### config.mk
export PLATFORM = sky130hd
export DESIGN_NAME = pbgts_ctrl
export DESIGN_NICKNAME = d
export VERILOG_FILES = /design/src/hw/rtl/pbgts_pkg.sv /design/src/hw/rtl/pbgts_ctrl.sv
export SDC_FILE = /design/constraint.sdc
export NUM_CORES = 1
export LEC_CHECK = 0
export BUFFER_PORTS_ARGS = -buffer_cell sky130_fd_sc_hd__buf_2
export CAP_MARGIN = 40
export CORE_MARGIN = 8
export CORE_UTILIZATION = 50
export CTS_BUF_LIST = sky130_fd_sc_hd__clkbuf_8 sky130_fd_sc_hd__clkbuf_16
export CTS_CLUSTER_SIZE = 25
export DETAILED_ROUTE_END_ITERATION = 8
export GPL_TIMING_DRIVEN = 1
export HOLD_SLACK_MARGIN = 0.02
export PLACE_DENSITY_LB_ADDON = 0.1
export SLEW_MARGIN = 25
export SYNTH_ARGS = -nofsm -noshare
export SYNTH_HDL_FRONTEND = slang
export SYNTH_SLANG_ARGS = --single-unit
### constraint.sdc
create_clock -name aclk -period 7.7 [get_ports aclk]
set_clock_uncertainty 0.15 [all_clocks]
set_input_delay 0.385 -clock aclk [delete_from_list [all_inputs] [get_ports aclk]]
set_output_delay 0.385 -clock aclk [all_outputs]
set_load 0.03 [all_outputs]
### src/hw/rtl/pbgts_pkg.sv
package pbgts_pkg;

    localparam int GAIN_W       = 16;
    localparam int BIN_W        = 11;
    localparam int ALPHA_W      = 16;
    localparam int DEF_MAX_BINS = 1025;

    localparam logic [GAIN_W-1:0] GAIN_ONE      = GAIN_W'(1) << (GAIN_W - 1);
    localparam logic [BIN_W-1:0]  BIN_COUNT_RST = BIN_W'(1025);

    // Configuration port
    localparam int CFG_ADDR_W = 2;
    localparam int CFG_DATA_W = 16;
    localparam logic [CFG_ADDR_W-1:0] REG_SMOOTHING_ON = CFG_ADDR_W'(0);
    localparam logic [CFG_ADDR_W-1:0] REG_ALPHA        = CFG_ADDR_W'(1);
    localparam logic [CFG_ADDR_W-1:0] REG_BIN_COUNT    = CFG_ADDR_W'(2);

    // Stream payload layout
    localparam int S_TDATA_W = ((GAIN_W + 7) / 8) * 8;
    localparam int M_IDX_LSB = GAIN_W;
    localparam int M_USED_W  = GAIN_W + BIN_W;
    localparam int M_TDATA_W = ((M_USED_W + 7) / 8) * 8;

    typedef struct packed {
        logic [BIN_W-1:0] idx;
        logic             last;
        logic             smooth;
    } bin_ctl_t;

endpackage

### src/hw/rtl/pbgts_ctrl.sv
module pbgts_ctrl #(
    parameter int MAX_BINS = pbgts_pkg::DEF_MAX_BINS
) (
    input  logic                             aclk,
    input  logic                             aresetn,
    input  logic                             cfg_we,
    input  logic [pbgts_pkg::CFG_ADDR_W-1:0] cfg_addr,
    input  logic [pbgts_pkg::CFG_DATA_W-1:0] cfg_wdata,
    input  logic                             advance,
    output pbgts_pkg::bin_ctl_t              ctl,
    output logic [pbgts_pkg::ALPHA_W-1:0]    alpha
);
    import pbgts_pkg::*;

    localparam int LAST_BIN = MAX_BINS - 1;

    logic             smoothing_on_reg;
    logic [ALPHA_W-1:0] alpha_reg;
    logic [BIN_W-1:0] bin_count_reg;
    logic [BIN_W-1:0] bin_cnt_reg;
    logic [BIN_W-1:0] bin_cnt_next;
    logic             primed_reg;
    logic             primed_next;
    logic [BIN_W-1:0] count_m1;
    logic [BIN_W-1:0] idx;
    logic             last;

    // Final bin number of a frame: a count of zero acts as one, clip to memory depth.
    always_comb begin
        if (bin_count_reg == '0) begin
            count_m1 = '0;
        end else if (32'(bin_count_reg) > 32'(MAX_BINS)) begin
            count_m1 = BIN_W'(LAST_BIN);
        end else begin
            count_m1 = bin_count_reg - BIN_W'(1);
        end
    end

    always_comb begin
        if (32'(bin_cnt_reg) > 32'(LAST_BIN)) begin
            idx = BIN_W'(LAST_BIN);
        end else begin
            idx = bin_cnt_reg;
        end
        last = (idx >= count_m1);

        bin_cnt_next = bin_cnt_reg;
        primed_next  = primed_reg;
        if (advance) begin
            if (last) begin
                bin_cnt_next = '0;
                primed_next  = 1'b1;
            end else begin
                bin_cnt_next = idx + BIN_W'(1);
            end
        end
    end

    always_ff @(posedge aclk) begin
        if (!aresetn) begin
            smoothing_on_reg <= 1'b0;
            alpha_reg        <= '0;
            bin_count_reg    <= BIN_COUNT_RST;
            bin_cnt_reg      <= '0;
            primed_reg       <= 1'b0;
        end else begin
            if (cfg_we) begin
                case (cfg_addr)
                    REG_SMOOTHING_ON: smoothing_on_reg <= cfg_wdata[0];
                    REG_ALPHA:        alpha_reg        <= cfg_wdata[ALPHA_W-1:0];
                    REG_BIN_COUNT:    bin_count_reg    <= cfg_wdata[BIN_W-1:0];
                    default: ;
                endcase
            end
            bin_cnt_reg <= bin_cnt_next;
            primed_reg  <= primed_next;
        end
    end

    assign ctl.idx    = idx;
    assign ctl.last   = last;
    assign ctl.smooth = smoothing_on_reg && primed_reg;
    assign alpha      = alpha_reg;

endmodule

After elaboration in Yosys (flattened, before gate mapping)
Cells that the tools add are included.
- add/sub/neg operators: 2
- $lt $le $gt $ge: 3
- equal/unequal tests: 2
- mux-type cells: 4
- reduce and logical (&&, ||, !) cells: 7
- operator list (kind ; count):
    11-bit 2-to-1 mux ; 4
    11-bit greater-than comparator (second input constant) ; 2
    11-bit by 1-bit adder with 11-bit output (second input constant) ; 1
    11-bit greater-or-equal comparator ; 1
    11-bit zero test ; 1
    11-bit by 1-bit subtractor with 11-bit output (second input constant) ; 1
    2-bit AND reduction ; 4
    2-bit by 1-bit == test with 1-bit output (second input constant) ; 1
    2-bit == test (second input constant) ; 1
    2-bit zero test ; 1
    1-bit logical AND ; 1
- register bits: 40
- word-level logic and storage cells: 23

Depth between registers and ports, before layout
Gate-level depths: netlist of run 1.
- depth in word-level cells: 5
- mapped depth: 13

Worst setup path before layout of run 1
OpenSTA, ideal clock, no wires.
- kind: register to output
- from: reg bin_count_reg[5]
- to: out ctl[1] (netlist name)
- arrival time: 2.740 ns
- setup slack: 4.425 ns
- stages on the path, launching flop included: 13
- buffers on the path: 1
- cells stage by stage: dfxtp_1 > or4_4 > nor2_8 > o211ai_4 > a22oi_4 > and2_1 > ha_1 > nand2b_1 > a211oi_1 > o2111ai_1 > nand2_1 > inv_1 > buf_4
- cells in the longest elaborated chain, start to end: 4
- elaborated cells between the ends (all ways): 6
- those cells by class: 1 x add/sub; 2 x order compare; 2 x mux; 1 x reduce/logical
- RTL lines (item ; line ; source):
    start, declared ; pbgts_ctrl.sv:19 ; logic [BIN_W-1:0] bin_count_reg;
    start signal, assigned ; pbgts_ctrl.sv:71 ; REG_BIN_COUNT: bin_count_reg <= cfg_wdata[BIN_W-1:0];
    11-bit by 1-bit subtractor with 11-bit output / 11-bit greater-than comparator (equally long branches) ; pbgts_ctrl.sv:35, pbgts_ctrl.sv:32 ;
    11-bit 2-to-1 mux ; pbgts_ctrl.sv:32 ; end else if (32'(bin_count_reg) > 32'(MAX_BINS)) begin
    11-bit 2-to-1 mux * ; pbgts_ctrl.sv:30 ; if (bin_count_reg == '0) begin
    11-bit greater-or-equal comparator * ; pbgts_ctrl.sv:45 ; last = (idx >= count_m1);
    end, declared ; pbgts_ctrl.sv:10 ; output pbgts_pkg::bin_ctl_t ctl,
Every way passes the cells marked *; elsewhere a longest branch is shown, timed or not.

==> summary.md, run 1 <==
| Metric | Value |
|---|---|
| Die width | between 80 and 90 um |
| Max Cap Viol | 0 |
| # fillers | approximately 420 |
| Final net count | 360 |
| Cells along the critical path | or4_4, nor2_8, o211ai_4, a22oi_4, nand2_1, ha_1, and4_1, o21ai_0, o2111ai_1, nand2_1, inv_1, buf_2 |
| Post-DP HPWL | 4.15 mm |
| Starting DRT DRC Count | around 140 |
| Delay of the slowest critical-path stage | approximately 0.6 ns |
| Period minus WS final | between 3 and 4 ns |
| Logic pwr share | 17.5% |
| Worst-margin pin slew | around 0.61 ns |
| Antenna cells | 0 |
| NetSw | approximately 0.00013 W |
| Syn Nets | 315 |
| Vias | between 2000 and 2500 |
| Dpl ws | 4.10 ns |
| H-tree depth | 2 |
| Main synth FF type | dfxtp_1 |
| Most used cell, CP | nand2_1 |
| Cts hold-fix bufs | 0 |
| Pwr Density | between 150 and 200 nW/um^2 |
| Fmax | between 200 and 300 MHz |
| FP Rows | 24 |
| Routed Antenna Nets | 0 |
| Placed insts | about 370 |
| Setup TNS | 0 ns |
| CTS root buf | clkbuf_8 |
| CP max-delay cell | or4_4 |
| Crit end category | output pin |
| Number of port buffers | 50 |
| VDD IR max | between 0.1 and 0.15 mV |
| Final core utilization | about three fifths |
| CP Class | reg2out |
| Initial antenna violation count | 0 |
| Clock network latency to the later pin of the worst-skew pair | around 0.29 ns |
| Int Power | about 0.00031 W |
| Post-CTS Setup Inserts | 0 |
| Clock sink total | 40 |
| Clk network pwr share | 32.1% |
| Max-slew violations | 0 |
| Worst endpoint required time | between 7 and 8 ns |
| Layout cell share with drive strength beyond 1 | approximately 19% |
| Synth Register Bits | 40 |
| Worst hold path type | in2reg |
| Detailed-router iteration count before antenna repair | 4 |
| Hold path depth | 3 |
| Max FO, Critical Path | 10 |
| Sequential Power Share | between 50% and 60% |
| Placer congestion estimate | roughly 0.84 |
| Core area | about 4400 um^2 |
| Post-synthesis sequential area ratio | a little over a third |
| Die area | ~7000 um^2 |
| Clock transition at the registers of the reported paths | ~0.080 ns |
| WP data arrival | between 3 and 4 ns |
| Part of the cycle the worst path needs | 51.0% |
| Via-per-instance ratio | approximately 5.5 |
| Yosys cell types | 47 |
| Critical Path Source Type | flop |
| Maximum buffer depth of the clock tree | 2 |
| Mapped Cells | 279 |
| CTS tree | built |
| Initial Util | between 50% and 60% |
| Reg2Reg Depth | 12 |
| Most common cell after layout, fill and taps aside | nand2_1 |
| Final hold vios | 0 |
| Vias in the first global route | between 1500 and 2000 |
| Mean Syn Cell Area | ~8 um^2 |
| Count of flip-flops with a built-in enable after synthesis | 0 |
| Final wirelength | 5.47 mm |
| YS warnings | 0 |
| Status | complete, no violations |
| Max reg flops | 16 |
| Relative slew slack | between 50% and 60% |
| Syn Std Cell Area | 2280 um^2 |
| Area grow syn2layout | 15.6% |
| Most frequent cells in the layout | nand2_1 (74), buf_2 (50), dfxtp_1 (40) |
| Post_cts resized | 0 |
| First-pass GRT wire length | roughly 9.3 mm |
| Routed length per instance | 14.5 um |
| Congestion Overflow GR | 0 |
| RSZ-0062 raised after global routing | false |
| DRC | 0 |
| Die height | 83.5 um |
| Final std cells w/o fill | 377 |
| Hold_ws | around 0.18 ns |
| Largest net degree at the start of global routing | 41 |
| Overall global routing resource usage | approximately 16% |
| I/O Pins | roughly 50 |
| Async SR Flop Fraction | 0% |
| Final WS setup | approximately 3.8 ns |
| Final setup viols | 0 |
| Leakage | around 1.2 nW |
| CTS buffer count | 5 |
| Switching Share | 29.6% |
==> per-stage QoR <==
step	cell area, um^2	total power, W
floorplan	2280	0.000279
global placement	2540	0.000298
detailed placement	2540	0.000300
CTS	2630	0.000439
global route	2630	0.000459
finish	2630	0.000434
==> logic make-up (layout without fill, tap and decap cells) <==
kind of cell,count (synthesis),count (layout),synth area share (%)
muxes,1,1,0.439
xor gates and xnor gates,8,8,3.08
adders and majority gates,14,14,7.69
AOI/OAI and AO/OA,61,61,20.5
DFF,40,40,35.1
and+or+nand+nor,136,136,29.8
buffers and inverters,19,65,3.29
==> power by group through the flow <==
stage	Clock [W]	Sequential, W	Combinational (W)
floorplan	0	0.000228	0.0000503
global placement	0	0.000224	0.0000747
detailed placement	0	0.000224	0.0000763
CTS	0.000144	0.000219	0.0000765
global route	0.000155	0.000220	0.0000838
finish	0.000139	0.000219	0.0000761
==> per-layer routing <==
metal	vias to the layer above	track usage, %	part of all wire, %
met4	0	4.71	1.1
met1	950	21.1	49
met3	6	5.57	5.9
li1	1052	-	-
met2	54	22.8	44
met5	-	0	0
==> cell type report <==
class,count,area [um^2],share of cell area [%]
Timing Repair Buffer,50,250,9.50
Tap cell,52,65.1,2.47
Clock inverter,3,20.0,0.760
Clock buffer,5,68.8,2.61
Sequential cell,40,801,30.4
Inverter,7,26.3,0.998
Multi-Input combinational cell,220,1400,53.3
==> cell usage after synthesis (4+ instances only) <==
master,number,share of area [%]
a21boi_0,30,9.9
a21oi_1,6,1.3
and3_1,4,1.1
clkbuf_1,11,1.8
dfxtp_1,40,35
ha_1,14,7.7
inv_1,6,0.99
nand2_1,74,12
nand3_1,8,1.8
nor2_1,6,0.99
nor2b_1,13,3.6
nor3_1,7,1.5
o21a_1,4,1.3
xor2_1,6,2.3
==> critical path, delay by kind of cell, from the launching register on <==
kind                     cells  cell delay, ns
flip-flops                   1            0.37
adder cells (fa/ha/maj)      1            0.30
buffers and inverters        2            0.29
AND/OR/NAND/NOR              5            1.30
AO/OA/AOI/OAI                4            0.84
==> path summary, 6_finish.rpt <==
check / start / end / slack [ns]
worst min register to register: alpha[14] / alpha[14] / 0.31
worst min-delay path: cfg_wdata[10] / bin_count_reg[10] / 0.18
worst max register to register: bin_count_reg[5] / bin_cnt_reg[8] / 4.14
worst max-delay path: bin_count_reg[5] / ctl[1] / 3.77
Power figures use the tool's default switching activity.
==> run 2, diff against run 1 <==
--- a/config.mk
+++ b/config.mk
@@ -8,7 +8,7 @@
 export BUFFER_PORTS_ARGS = -buffer_cell sky130_fd_sc_hd__buf_2
 export CAP_MARGIN = 40
 export CORE_MARGIN = 8
-export CORE_UTILIZATION = 50
+export CORE_UTILIZATION = 49
 export CTS_BUF_LIST = sky130_fd_sc_hd__clkbuf_8 sky130_fd_sc_hd__clkbuf_16
 export CTS_CLUSTER_SIZE = 25
 export DETAILED_ROUTE_END_ITERATION = 8
==> constraint.sdc (replaced) <==
create_clock -name aclk -period 3.43 [get_ports aclk]
set_clock_uncertainty 0.15 [all_clocks]
set_input_delay 0.1715 -clock aclk [delete_from_list [all_inputs] [get_ports aclk]]
set_output_delay 0.1715 -clock aclk [all_outputs]
set_load 0.03 [all_outputs]
==> run 2 against run 1 <==
Compared with the run above: the flow now finishes with violations (negative setup slack); total power rose by 140%; clock power grew 120%; worst hold slack worse by 0.087 ns; global-route usage up 0.20 points; cell count rose by 7.2%; core utilization rose by 5.7 points; wire length rose by 7.6%; combinational power increased to 3.3 times the previous value; critical path depth grew 2; die area grew 1.6%; design area increased by 15%; sequential power increased by 120%; critical endpoint unchanged; largest cell class unchanged; largest power group unchanged.
==> summary.md, run 2 (synthesis results as in run 1) <==
| Metric | Value |
|---|---|
| Detailed-router iteration count before antenna repair | 4 (unchanged) |
| Met1 Usage GRT | 18.0% (-3.2 points) |
| Crit path buf inv count | 4 (+2) |
| Max FO, Critical Path | 4 (-6) |
| FP Rows | 25 (+4.2%) |
| Antenna cells | 0 (unchanged) |
| Failing checks | negative setup slack |
| Final setup viols | 1 (+1) |
| H-tree depth | 2 (unchanged) |
| Congestion Overflow GR | 0 (unchanged) |
| Routed Antenna Nets | 0 (unchanged) |
| Final wirelength | 5.88 mm (+7.6%) |
| CP top delay family | simple AND/OR/NAND/NOR gates |
| Crit end category | output pin |
| Fmax | about 290 MHz |
| CP startpoint | bin_count_reg[6] |
| Starting DRT DRC Count | 70 (-51%) |
| Worst endpoint required time | 3.11 ns (-4.05 ns) |
| Max Cap Viol | 0 (unchanged) |
| Max-slew violations | 0 (unchanged) |
| Post-DP HPWL | 4.06 mm (-2.1%) |
| Pwr Density | 346 nW/um^2 (+110%) |
| Clock sink total | 40 (unchanged) |
| Max reg flops | 16 (unchanged) |
| Maximum buffer depth of the clock tree | 2 (unchanged) |
| Critical Path Source Type | flop |
| Initial Util | 49.6% (-2.4 points) |
| Initial antenna violation count | 0 (unchanged) |
| Hold path startpoint | advance |
| Leakage | 1.37 nW (+13%) |
| Power Total | 0.00105 W (+140%) |
| # fillers | 380 (-8.7%) |
| Clock transition at the registers of the reported paths | 0.08 ns (about the same) |
| Largest net degree at the start of global routing | 41 (unchanged) |
| Worst hold path type | in2reg |
| Die height | 84.2 um (+0.82%) |
| Die width | 84.2 um (+0.82%) |
| Relative slew slack | 57.6% (-1.5 points) |
| RSZ-0062 raised after global routing | true |
| Setup TNS | -0.0144 ns (-0.0144 ns) |
| CTS tree | built |
| I/O Pins | 51 (unchanged) |
| Layout cell share with drive strength beyond 1 | 26.0% (+6.6 points) |
| Cells along the critical path | or4_4, nor2_8, o211ai_4, a22oi_4, buf_12, and2_4, ha_4, nand2b_4, a211oi_2, o2111ai_2, nand2_2, buf_6, inv_2, buf_6 |
| Delay of the slowest critical-path stage | 0.58 ns (-0.02 ns) |
| Final net count | 385 (+6.9%) |
| DRC | 0 (unchanged) |
| Period minus WS final | ~3.4 ns |
| Final hold vios | 0 (unchanged) |
| Top Usage Layer GRT | met2 |
| Final WS setup | -0.0144 ns (-3.79 ns) |
| Worst-margin pin slew | 0.634 ns (+0.0224 ns) |
| CTS root buf | clkbuf_8 |
| Most frequent cells in the layout | nand2_1 (67), buf_2 (49), dfxtp_1 (39) |
| Status | finished, violations left |
| First-pass GRT wire length | 9.54 mm (+2.5%) |
| Global-route met3 utilization | 4.07% (-1.5 points) |
| Part of the cycle the worst path needs | 100% |
| Most used cell, CP | buf_6 |
| FF-to-FF Start | bin_count_reg[6] |
| CP max-delay cell | or4_4 |
| WP data arrival | 3.12 ns (-0.27 ns) |
| Worst path depth | 14 (+2) |
| Die area | 7090 um^2 (+1.6%) |
| Clock network latency to the later pin of the worst-skew pair | 0.29 ns (about the same) |
| Routed length per instance | 14.6 um (+0.42%) |
| Hold path depth | 2 (-1) |
| Met2 Use GR | 27.8% (+5.0 points) |
| Vias | 2154 (+4.5%) |
| Overall global routing resource usage | 15.9% (+0.20 points) |
| CTS buffer count | 5 (unchanged) |
| VDD IR max | 0.279 mV (+180%) |
| Reg2Reg Depth | 14 (+2) |
| Via-per-instance ratio | 5.33 (-2.5%) |
| Area grow syn2layout | 32.7% |
| Most common cell after layout, fill and taps aside | nand2_1 |
| CP Class | reg2out |
| Core area | 4600 um^2 (+4.9%) |
| Number of port buffers | 50 (unchanged) |
| Vias in the first global route | 2100 (+5.5%) |
| Placer congestion estimate | 0.821 (-1.9%) |
==> run 2: layout make-up <==
class,count,area [um^2],share of cell area (%)
clock buffer,5,68.8,2.28
clock inverter,3,16.3,0.538
inverter,7,26.3,0.869
multi-input combinational,220,1540,50.8
sequential,40,805,26.6
tap,54,67.6,2.24
timing repair buffer,75,504,16.7
==> run 2: metrics by stage <==
step | instance area, um^2 | utilization, % | setup WS, ns | hold WS (ns) | instances
global placement | 2570 | 55.9 | 0.193 | 0.259 | 374
detailed placement | 2570 | 55.9 | 0.150 | 0.260 | 374
finish | 3020 | 65.7 | -0.0144 | 0.0932 | 404
global route | 3020 | 65.7 | -0.111 | 0.107 | 404
CTS | 2840 | 61.8 | 0.0191 | 0.0829 | 400
floorplan | 2280 | - | 0.210 | 0.146 | 279
==> run 2: final timing paths <==
check                                      end  slack (ns)
worst min-delay path            bin_cnt_reg[5]        0.09
worst max register to register  bin_cnt_reg[9]        0.02
worst min register to register       alpha[13]        0.31
worst max-delay path                    ctl[1]       -0.01
==> run 2: worst register-to-register path, cell delays in order (launching register included) <==
cell and delay, ns:
dfxtp_4 0.35, or4_4 0.58, nor2_8 0.16, o211ai_4 0.09, a22oi_4 0.27, buf_6 0.17
nand2_2 0.05, ha_1 0.29, o21a_1 0.19, o211ai_1 0.20, nand2_2 0.12, buf_4 0.16
a2111oi_4 0.33, a31oi_1 0.09, a21boi_1 0.17
==> run 2: timing repair <==
| item | 4_1_cts | 5_1_grt |
|---|---|---|
| hold buffers | 16 | 0 |
| setup buffers | 2 | 4 |
| setup endpoints to repair | 1 | 2 |
| cloned | 0 | 0 |
| pin swaps | 4 | 20 |
| hold endpoints to repair | 27 | 0 |
| resized for setup | 2 | 30 |
==> run 2: power by group <==
group | switching (W) | internal, W
Combinational | 0.000131 | 0.000118
Sequential | 0.0000131 | 0.000478
Clock | 0.000167 | 0.000140
Total | 0.000311 | 0.000735
==> run 2: routing by layer <==
| metal | up-vias | wire, um |
|---|---|---|
| li1 | 1106 | - |
| met1 | 987 | 2610 |
| met2 | 55 | 2910 |
| met3 | 6 | 283 |
| met4 | 0 | 81 |
| met5 | - | 0 |
==> run 3, diff against run 2 <==
--- a/config.mk
+++ b/config.mk
@@ -8,7 +8,7 @@
 export BUFFER_PORTS_ARGS = -buffer_cell sky130_fd_sc_hd__buf_2
 export CAP_MARGIN = 40
 export CORE_MARGIN = 8
-export CORE_UTILIZATION = 49
+export CORE_UTILIZATION = 50
 export CTS_BUF_LIST = sky130_fd_sc_hd__clkbuf_8 sky130_fd_sc_hd__clkbuf_16
 export CTS_CLUSTER_SIZE = 25
 export DETAILED_ROUTE_END_ITERATION = 8
==> constraint.sdc (replaced) <==
create_clock -name aclk -period 3.45 [get_ports aclk]
set_clock_uncertainty 0.15 [all_clocks]
set_input_delay 0.1725 -clock aclk [delete_from_list [all_inputs] [get_ports aclk]]
set_output_delay 0.1725 -clock aclk [all_outputs]
set_load 0.03 [all_outputs]
==> run 3 against run 2 <==
Compared with the run above: the flow now finishes without violations; global-route usage is 0.56 points higher; sequential cell count stayed put; wire length up 0.77%; sequential share of layout area increased by 0.57 points; clock power is 24% higher; total power up 4.9%.
==> summary.md, run 3 (synthesis results as in run 1) <==
| Metric | Value |
|---|---|
| Status | complete, no violations |
| Number of port buffers | 50 (unchanged) |
| Sequential cell area | 805 um^2 (unchanged) |
| CTS buffer count | 5 (unchanged) |
| Detailed-router iteration count before antenna repair | 4 (unchanged) |
| Max-slew violations | 0 (unchanged) |
| Met2 Use GR | 24.0% (-3.8 points) |
| Vias in the first global route | 2045 (-2.6%) |
| Final hold vios | 0 (unchanged) |
| CTS root buf | clkbuf_8 |
| Met1 Usage GRT | 21.7% (+3.7 points) |
| Die width | 83.5 um (-0.81%) |
| Worst endpoint required time | 3.13 ns (+0.02 ns) |
| Layout cell share with drive strength beyond 1 | 23.9% (-2.1 points) |
| Area grow syn2layout | 29.9% |
| CTS tree | built |
| Initial Util | 52.0% (+2.4 points) |
| DP Area | 2570 um^2 (about the same) |
| WP data arrival | 3.05 ns (-0.07 ns) |
| Clock sink total | 40 (unchanged) |
| Relative slew slack | 57.0% (-0.54 points) |
| Max Cap Viol | 0 (unchanged) |
| Pwr Density | 371 nW/um^2 (+7.2%) |
| RSZ-0062 raised after global routing | true |
| Power Total | 0.00110 W (+4.9%) |
| Clock transition at the registers of the reported paths | 0.09 ns (about the same) |
| Fmax | 296 MHz |
| Most common cell after layout, fill and taps aside | nand2_1 |
| Initial antenna violation count | 0 (unchanged) |
| Overall global routing resource usage | 16.5% (+0.56 points) |
| Post-DP HPWL | 4.07 mm (+0.18%) |
| Most frequent cells in the layout | nand2_1 (72), buf_2 (49), dfxtp_1 (39) |
| Leakage | 1.35 nW (-1.1%) |
| Worst hold path type | in2reg |
| Largest net degree at the start of global routing | 41 (unchanged) |
| Part of the cycle the worst path needs | 97.9% |
| Starting DRT DRC Count | 171 (+140%) |
| Die height | 83.5 um (-0.81%) |
| VDD IR max | 0.282 mV (+1.1%) |
| # fillers | 385 (+1.3%) |
| I/O Pins | 51 (unchanged) |
| Critical Path Source Type | flop |
| Crit end category | output pin |
| CP Class | reg2out |
| FP Rows | 24 (-4.0%) |
| Max reg flops | 16 (unchanged) |
| Die area | 6970 um^2 (-1.6%) |
| Global-route met3 utilization | 6.45% (+2.4 points) |
| Via-per-instance ratio | 5.41 (+1.5%) |
| Final net count | 386 (+0.26%) |
| Multi-input logic area | 1460 um^2 (-4.9%) |
| Period minus WS final | about 3.4 ns |
| Vias | 2180 (+1.2%) |
| Maximum buffer depth of the clock tree | 2 (unchanged) |
| Core area | 4380 um^2 (-4.7%) |
| First-pass GRT wire length | 9.70 mm (+1.7%) |
| DRC | 0 (unchanged) |
| Worst-margin pin slew | 0.642 ns (+0.00810 ns) |
| Routed Antenna Nets | 0 (unchanged) |
| Max FO, Critical Path | 8 (+4) |
| Final wirelength | 5.93 mm (+0.77%) |
| Congestion Overflow GR | 0 (unchanged) |
| Clock network latency to the later pin of the worst-skew pair | 0.30 ns (about the same) |
| Hold_ws | 0.0793 ns (-0.0139 ns) |
| Final instance area | 2960 um^2 (-2.1%) |
| Placer congestion estimate | 0.857 (+4.3%) |
| Final setup viols | 0 (-1) |
| H-tree depth | 2 (unchanged) |
| Routed length per instance | 14.7 um (+1.0%) |
| Antenna cells | 0 (unchanged) |
| Top Usage Layer GRT | met2 |
## run 3: cell types whose count changed in the layout (fill, tap and decap cells not counted), sizes merged
cell | before | now
inv | 8 | 7
buf | 59 | 60
bufinv | 0 | 1
## run 3: final timing paths
path	startpoint	end	cells past startpoint	slack (ns)
setup / recovery	bin_count_reg[6]	ctl[1]	12	0.07
hold / removal	advance	bin_cnt_reg[5]	2	0.08
setup reg to reg	bin_count_reg[6]	bin_cnt_reg[8]	13	0.09
hold reg to reg	alpha[3]	alpha[3]	2	0.31
## run 3: critical path: stages, from the launching register on
cell and delay [ns]:
dfxtp_4 0.36, or4_4 0.58, nor2_8 0.15, o211ai_4 0.09, a22oi_4 0.30, and2_4 0.21
ha_4 0.19, nand2b_4 0.14, a211oi_2 0.23, o2111ai_2 0.18, nand2_2 0.17, inv_2 0.05
buf_6 0.13
## run 3: per-layer routing
metal | up-vias | part of all wire (%)
met5 | - | 0
met4 | 0 | 1.0
met3 | 6 | 7.4
met2 | 68 | 46
met1 | 995 | 46
li1 | 1111 | -
## run 3: area by class of cell
class / instances / share of cell area, %
Clock buffer: 5 / 2.33
Clock inverter: 3 / 1.31
Inverter: 7 / 0.888
Multi-Input combinational cell: 220 / 49.3
Sequential cell: 40 / 27.2
Tap cell: 52 / 2.20
Timing Repair Buffer: 76 / 16.7
## run 3: stage by stage
stage | setup WS [ns] | instances | utilization (%) | setup TNS, ns
3_5_place_dp | 0.0415 | 372 | 58.6 | 0
2_1_floorplan | 0.230 | 279 | - | 0
3_3_place_gp | 0.164 | 372 | 58.6 | 0
4_1_cts | 0.00496 | 397 | 65.0 | 0
6_report | 0.0733 | 403 | 67.5 | 0
5_1_grt | -0.0456 | 403 | 67.5 | -0.0807
## run 3: power breakdown
part / switching, W / total, W / internal (W)
clock: 0.000168 / 0.000380 / 0.000212
combinational: 0.000120 / 0.000229 / 0.000108
sequential: 0.0000131 / 0.000488 / 0.000475
total: 0.000302 / 0.00110 / 0.000795
## run 3: repair_timing
action,in CTS,in global routing
buffers inserted,1,6
endpoints found under the setup margin,1,3
hold endpoints to repair,27,0
hold buffers,16,0
gates resized for setup,2,16
pin swaps,2,12
